## config.mk

```make
export PLATFORM = sky130hd
export DESIGN_NAME = arc_divsqrt
export DESIGN_NICKNAME = d
export VERILOG_FILES = /design/src/design/arc_pkg.sv /design/src/design/arc_divsqrt.sv
export SDC_FILE = /design/constraint.sdc
export NUM_CORES = 1
export LEC_CHECK = 0
export ABC_CLOCK_PERIOD_IN_PS = 3680
export BUFFER_PORTS_ARGS = -buffer_cell sky130_fd_sc_hd__buf_2
export CAP_MARGIN = 20
export CORE_MARGIN = 5
export CORE_UTILIZATION = 48
export CTS_CLUSTER_DIAMETER = 50
export DETAILED_ROUTE_END_ITERATION = 16
export GPL_ROUTABILITY_DRIVEN = 1
export PLACE_DENSITY = 0.73
export SLEW_MARGIN = 40
export SYNTH_ARGS = -nofsm -noshare
export SYNTH_HDL_FRONTEND = slang
export SYNTH_SLANG_ARGS = --single-unit
```

## constraint.sdc

```tcl
create_clock -name clk -period 3.68 [get_ports clk]
set_clock_uncertainty 0.1 [all_clocks]
set_input_delay 0.552 -clock clk [delete_from_list [all_inputs] [get_ports clk]]
set_output_delay 0.552 -clock clk [all_outputs]
set_load 0.05 [all_outputs]
```

## src/design/arc_pkg.sv

```systemverilog
// ----------------------------------------------------------------------------
// arc_pkg: shared types and constants of the arcball drag rotation block
// Holds the sequencer opcodes of the shared divide / square-root unit and
// fixed-point constants.
// ----------------------------------------------------------------------------
`default_nettype none
package arc_pkg;

  localparam logic signed [15:0] Q_ONE = 16'sd16384;

  // register indexes
  localparam logic [1:0] REG_CENTER_X = 2'd0;
  localparam logic [1:0] REG_CENTER_Y = 2'd1;
  localparam logic [1:0] REG_RADIUS   = 2'd2;

  // operation of the shared iterative unit
  typedef enum logic [0:0] {
    OP_DIV  = 1'b0,
    OP_SQRT = 1'b1
  } unit_op_t;

  // request from the sequencer to the shared unit
  typedef struct packed {
    logic        start;
    unit_op_t    op;
    logic [63:0] num;
    logic [63:0] den;
  } unit_req_t;

  // answer of the shared unit
  typedef struct packed {
    logic        done;
    logic [63:0] quo;
    logic [63:0] rem;
  } unit_rsp_t;

  function automatic logic signed [15:0] sat16(input logic signed [47:0] v);
    if (v > 48'sd32767) return 16'sh7fff;
    if (v < -48'sd32768) return 16'sh8000;
    return v[15:0];
  endfunction

endpackage
`default_nettype wire

```

## src/design/arc_divsqrt.sv

```systemverilog
// ----------------------------------------------------------------------------
// arc_divsqrt: shared iterative unit
// Restoring divide of 64-bit numbers, one quotient bit a cycle, or integer
// square root, one result bit a cycle. Quotient / root in quo, remainder rem.
// ----------------------------------------------------------------------------
`default_nettype none
module arc_divsqrt (
  input  wire              clk,
  input  wire              rst_n,
  input  wire arc_pkg::unit_req_t req,
  output arc_pkg::unit_rsp_t rsp
);

  logic        busy_r, busy_nxt;
  logic        done_r, done_nxt;
  arc_pkg::unit_op_t op_r, op_nxt;
  logic [5:0]  cnt_r, cnt_nxt;
  logic [63:0] n_r, n_nxt;
  logic [63:0] d_r, d_nxt;
  logic [64:0] rem_r, rem_nxt;
  logic [63:0] q_r, q_nxt;

  logic [64:0] trial;
  logic [64:0] sqt;

  always_comb begin
    busy_nxt = busy_r;
    done_nxt = 1'b0;
    op_nxt   = op_r;
    cnt_nxt  = cnt_r;
    n_nxt    = n_r;
    d_nxt    = d_r;
    rem_nxt  = rem_r;
    q_nxt    = q_r;
    trial    = '0;
    sqt      = '0;
    if (req.start) begin
      busy_nxt = 1'b1;
      op_nxt   = req.op;
      n_nxt    = req.num;
      d_nxt    = req.den;
      rem_nxt  = '0;
      q_nxt    = '0;
      cnt_nxt  = (req.op == arc_pkg::OP_SQRT) ? 6'd31 : 6'd63;
    end else if (busy_r) begin
      if (op_r == arc_pkg::OP_DIV) begin
        // shift in one numerator bit, subtract when it fits
        trial = {rem_r[63:0], n_r[63]};
        n_nxt = {n_r[62:0], 1'b0};
        if (trial >= {1'b0, d_r}) begin
          rem_nxt = trial - {1'b0, d_r};
          q_nxt   = {q_r[62:0], 1'b1};
        end else begin
          rem_nxt = trial;
          q_nxt   = {q_r[62:0], 1'b0};
        end
      end else begin
        // take two radicand bits, try root bit one
        trial = {rem_r[62:0], n_r[63:62]};
        n_nxt = {n_r[61:0], 2'b00};
        sqt   = {q_r[62:0], 2'b01};
        if (trial >= sqt) begin
          rem_nxt = trial - sqt;
          q_nxt   = {q_r[62:0], 1'b1};
        end else begin
          rem_nxt = trial;
          q_nxt   = {q_r[62:0], 1'b0};
        end
      end
      if (cnt_r == 6'd0) begin
        busy_nxt = 1'b0;
        done_nxt = 1'b1;
      end else begin
        cnt_nxt = cnt_r - 6'd1;
      end
    end
  end

  always_ff @(posedge clk) begin
    if (!rst_n) begin
      busy_r <= 1'b0;
      done_r <= 1'b0;
    end else begin
      busy_r <= busy_nxt;
      done_r <= done_nxt;
    end
    op_r  <= op_nxt;
    cnt_r <= cnt_nxt;
    n_r   <= n_nxt;
    d_r   <= d_nxt;
    rem_r <= rem_nxt;
    q_r   <= q_nxt;
  end

  assign rsp.done = done_r;
  assign rsp.quo  = q_r;
  assign rsp.rem  = rem_r[63:0];

endmodule
`default_nettype wire

```

=== Word level (Yosys, flattened, before mapping) ===
Cells that the tools add are included.

* Register bits: 265
* Input bits: 132
* Output and inout bits: 129
* Word-level logic and storage cells: 37

* $add $sub $neg: 3
* Order comparisons: 2
* Equality and inequality tests: 1
* Mux-type cells: 17
* Bitwise operators: 2
* Reductions and logical operators: 4

{| class="wikitable"
|+ Operators with widths
! kind !! count
|-
| 64-bit two-way mux || 6
|-
| 64-bit subtractor || 2
|-
| 65-bit by 64-bit >= comparator with 1-bit output || 1
|-
| 65-bit >= comparator || 1
|-
| 6-bit two-way mux || 4
|-
| 1-bit two-way mux || 7
|-
| 6-bit zero test || 1
|-
| 6-bit by 1-bit subtractor with 6-bit output (second input constant) || 1
|-
| 3-bit OR reduction || 1
|-
| 2-bit != test (second input constant) || 1
|-
| 1-bit NOT || 2
|-
| 2-bit AND reduction || 1
|-
| 2-bit nonzero test || 1
|}

=== Longest topological paths before layout ===
* Depth after elaboration: 4
* Mapped depth: 17
* Gate-level depth less buffers: 15

=== Worst setup path after synthesis ===
Ideal clock, no wire load.

* Path type: flip-flop to flip-flop
* Start point: reg rem_r[0]
* End point: reg rem_r[63]
* Setup time: 0.117 ns
* Arrival: 3.591 ns
* Data required time: 3.463 ns
* Path slack: -0.128 ns
* Cell stages (with the launch flop): 13
* Buffers on the path: 0
* Clock period less this slack: 3.808 ns
* Path through: dfxtp_1 ha_1 o211ai_1 o21ai_1 o21a_1 o31a_1 a211oi_2 nand3_2 a31o_4 mux2_4 a2111oi_2 o211ai_1 a32o_1

* Word-level cells in the longest chain between the ends: 3
* Elaborated cells on any way between the ends: 7

{| class="wikitable"
|+ RTL lines
! what !! RTL line !! RTL
|-
| from (decl) || arc_divsqrt.sv:20 || <nowiki>logic [64:0] rem_r, rem_nxt;</nowiki>
|-
| from (signal assigned) || arc_divsqrt.sv:91 || <nowiki>rem_r <= rem_nxt;</nowiki>
|-
| 64-bit subtractor (tied with other cells) || arc_divsqrt.sv:51 || <nowiki>rem_nxt = trial - {1'b0, d_r};</nowiki>
|-
| 64-bit two-way mux (on tied branches) || arc_divsqrt.sv:50, arc_divsqrt.sv:62 ||
|-
| 64-bit two-way mux * || arc_divsqrt.sv:46 || <nowiki>if (op_r == arc_pkg::OP_DIV) begin</nowiki>
|}

Every way passes the cells marked *; elsewhere a longest branch is shown, timed or not.
A chain may end at the register's enable or synchronous reset.

=== Worst setup path in the final report ===
* Start point: reg d_r[12]
* End point: reg rem_r[8]

* Word-level cells in the longest chain between the ends: 3

{| class="wikitable"
|+ RTL lines
! what !! RTL line !! RTL
|-
| from (decl) || arc_divsqrt.sv:19 || <nowiki>logic [63:0] d_r, d_nxt;</nowiki>
|-
| from (signal assigned) || arc_divsqrt.sv:90 || <nowiki>d_r <= d_nxt;</nowiki>
|-
| 65-bit by 64-bit >= comparator with 1-bit output || arc_divsqrt.sv:50 || <nowiki>if (trial >= {1'b0, d_r}) begin</nowiki>
|-
| 64-bit two-way mux || arc_divsqrt.sv:50 ||
|-
| 64-bit two-way mux || arc_divsqrt.sv:46 ||
|}

No other way between the ends.

==> results.md <==
* Final worst slack at -0.0741 ns
* Most frequent cells in the layout: buf_4, buf_2, nand2_1
* Ys flop type: edfxtp_1
* Pin count of the biggest net entering global routing at 174
* Buffers on Ports at between 200 and 300
* RSZ-0062 raised after global routing: yes
* Yosys cell types at 85
* Violated checks: setup timing
* Max-Cap Viols at 0
* CTS clk-pin slew, worst paths at roughly 0.06 ns
* Ratio of cells with drive above 1 in the final layout at 0.287
* Compound-gate portion of the synthesized area at 0.236
* # hold bufs at CTS at 0
* CTS Buffer Depth at 3
* I/O pin total at 261
* Mean Syn Cell Area at 8.35 µm²
* Slew HR at 0.446
* Detailed Place HPWL at 55000 µm
* Mapped Nets at 2655
* Most common cell after layout, fill and taps aside: buf_4
* Worst VDD drop at 0.506 mV
* Total Wirelength at slightly above 70000 µm
* Fill count at 3518
* Crit. End Element: flop
* Hold Violations, Final at 0
* Htree depth at 2
* Post-synthesis mux area share at 0.0812
* Via/cell ratio at 5.90
* Post-synthesis adder-cell area fraction at 0.0831
* DRT Pass-1 Iters at 6
* Final Setup Violations at 23
* Tmin final at around 3.8 ns
* Die W at 214 µm
* Vias in the first global route at 19700
* Post-synthesis xor/xnor area fraction at 0.0500
* Worst EP arrival at 4.13 ns
* Startpoint types: flop
* Hold crit path type: input port to flop
* Setup TNS at -0.693 ns
* DP Worst Slack at -0.435 ns
* Post-synth EDFFs at around 140
* Core Box Area at 41000 µm²
* Simple-gate portion of the synthesized area at 0.151
* Post-layout util at 0.641
* Total CTS buffers at 36
* Routability cong. at slightly below 1
* Worst-Skew Late Latency at around 0.56 ns
* Crit Path Max Fanout at 6
* CTS root buf: clkbuf_16
* Antenna violations before repair at 7
* CTS tree: done
* Crit share post-route at 1.02
* Final nets at 3158
* Mapped Area at 20000 µm²
* Die Ht at 214 µm
* Run status: finished, violations left
* Drt drc at 0
* Sequential element share of the synthesized area at 0.334
* Syn-to-layout area delta at 31.8%
* # rows at 74
* Pins Over Slew Limit at 0
* Post-route ant nets at 0
* Yosys warnings at 0
* Leak Pwr at ~12 nW
* First-pass GRT wire length at roughly 110000 µm
* Async set-reset flop share out of synthesis at 0
* CP peak stage delay at 0.46 ns
* Total gr overflow at 0
* PD cells at 569 nW/µm²
* CP max stage cell: a2111oi_4
* Crit Path Class: flop to flop
* Routed length per instance at 20.7 µm
* Slew @ Worst Pin at 0.831 ns
* F_max at ~270 MHz
* Initial Utilization at 0.487
* Die area at 45800 µm²
* Via count at 20400
* Gate Count Post-Synth at 2391
* Global-route usage over all layers at 0.293
* Yosys reg bits at 265
* Largest family of logic cells by synthesized area: compound AO/OA/AOI/OAI gates
* Final non-filler cell total at 3453
* Crit path required time at 4.06 ns
* CTS sink cnt at around 270
* Initial drt markers at 2084
* Inst Count DP at 3356
* CP cell instances: inv_2 > ha_4 > nand2_4 > a211o_1 > a2111oi_4 > o31ai_4 > a2111oi_4 > o2111ai_2 > buf_4 > a31o_4 > buf_12 > buf_12 > nor2_4 > a211oi_1 > a311o_1 > a21oi_2
==> cell families (layout without fill, tap and decap cells) <==
| family | Yosys count | count (layout) |
|---|---|---|
| xor+xnor | 114 | 114 |
| mux | 161 | 161 |
| compound gates | 710 | 711 |
| other cells | 0 | 1 |
| simple gates | 682 | 682 |
| fa+ha+maj | 132 | 132 |
| buf+inv | 327 | 855 |
| flops | 265 | 265 |
==> per-stage QoR <==
| stage | hold slack [ns] | total power [mW] | instance area, µm² |
|---|---|---|---|
| final | 0.0690 | 15.0 | 26300 |
| after global routing | 0.0569 | 15.7 | 26300 |
| after CTS | 0.0420 | 14.5 | 25700 |
| after detailed placement | 0.384 | 10.5 | 23900 |
| after global placement | 0.368 | 10.5 | 23900 |
| after floorplan | 0.437 | 8.00 | 20000 |
==> power by group <==
part / leakage [nW] / internal, mW / switching (mW) / total, mW
logic: 9.03 / 3.32 / 4.44 / 7.76
registers: 2.41 / 3.38 / 0.194 / 3.57
clock network: 0.604 / 2.19 / 1.43 / 3.62
total: 12.0 / 8.89 / 6.06 / 15.0
==> worst paths after layout <==
check        depth (start not counted)  endpoint  slack (ns)     from
max reg2reg                         16  rem_r[8]       -0.07  d_r[12]
min reg2reg                          2   q_r[63]        0.39  q_r[63]
min                                  1   d_r[18]        0.07  req[18]
max                                 16  rem_r[8]       -0.07  d_r[12]
==> state kept, by name, indices dropped and copies added, names as in the netlist <==
name,flops
done_r,1
op_r,1
busy_r,1
rem_r,64
n_r,64
q_r,64
d_r,64
cnt_r,6
==> worst max-delay path: cells and delay by family (launching register included) <==
kind,cells,cell delay (ns)
AOI/OAI and AO/OA,9,2.32
adders and majority gates,1,0.29
DFF,1,0.34
buffers and inverters,4,0.50
and+or+nand+nor,2,0.13
==> metal layers <==
| metal | up-vias | track usage | part of all wire |
|---|---|---|---|
| li1 | 9681 | - | - |
| met1 | 9579 | 0.422 | 0.44 |
| met2 | 958 | 0.442 | 0.42 |
| met3 | 140 | 0.0688 | 0.11 |
| met4 | 10 | 0.0850 | 0.030 |
| met5 | - | 0 | 0.00059 |
==> cell usage after synthesis (9+ instances only) <==
cell / n / share of area
nand2b_1: 19 / 0.0060
o221ai_1: 9 / 0.0039
a32o_1: 31 / 0.016
edfxtp_1: 135 / 0.20
o21bai_1: 32 / 0.012
o21a_1: 14 / 0.0053
nor2_1: 201 / 0.038
mux2i_1: 157 / 0.079
a21oi_1: 198 / 0.050
buf_1: 9 / 0.0017
a211o_1: 11 / 0.0048
and3_1: 15 / 0.0047
o31ai_1: 14 / 0.0053
nand2_1: 269 / 0.051
o211ai_1: 52 / 0.020
nor2b_1: 13 / 0.0041
a21o_1: 55 / 0.021
buf_2: 16 / 0.0040
ha_1: 131 / 0.082
o21ai_0: 150 / 0.038
or3_1: 10 / 0.0031
nor3_1: 35 / 0.0088
dfxtp_1: 130 / 0.13
xor2_1: 48 / 0.021
clkbuf_1: 118 / 0.022
o32ai_1: 10 / 0.0044
a31oi_1: 20 / 0.0063
a211oi_1: 33 / 0.012
xnor2_1: 66 / 0.029
inv_1: 175 / 0.033
and2_1: 12 / 0.0038
nand4_1: 42 / 0.013
nand3_1: 40 / 0.010
==> final cells by class <==
cell class                 count  area (µm²)  share of cell area
inverter                     175         657              0.0250
antenna                        1        2.50           0.0000951
clock inverter                17         196             0.00747
multi-input combinational   1800       12700               0.484
clock buffer                  47        1020              0.0389
tap                          532         666              0.0253
sequential                   265        6680               0.254
timing repair buffer         616        4340               0.165
==> what timing repair did <==
action                                  CTS  global route
pin swaps                                53            65
resized for setup                        85           102
endpoints found under the setup margin   62            65
buffers inserted                         19             7
cloned                                    4             3
Power figures use the tool's default switching activity.
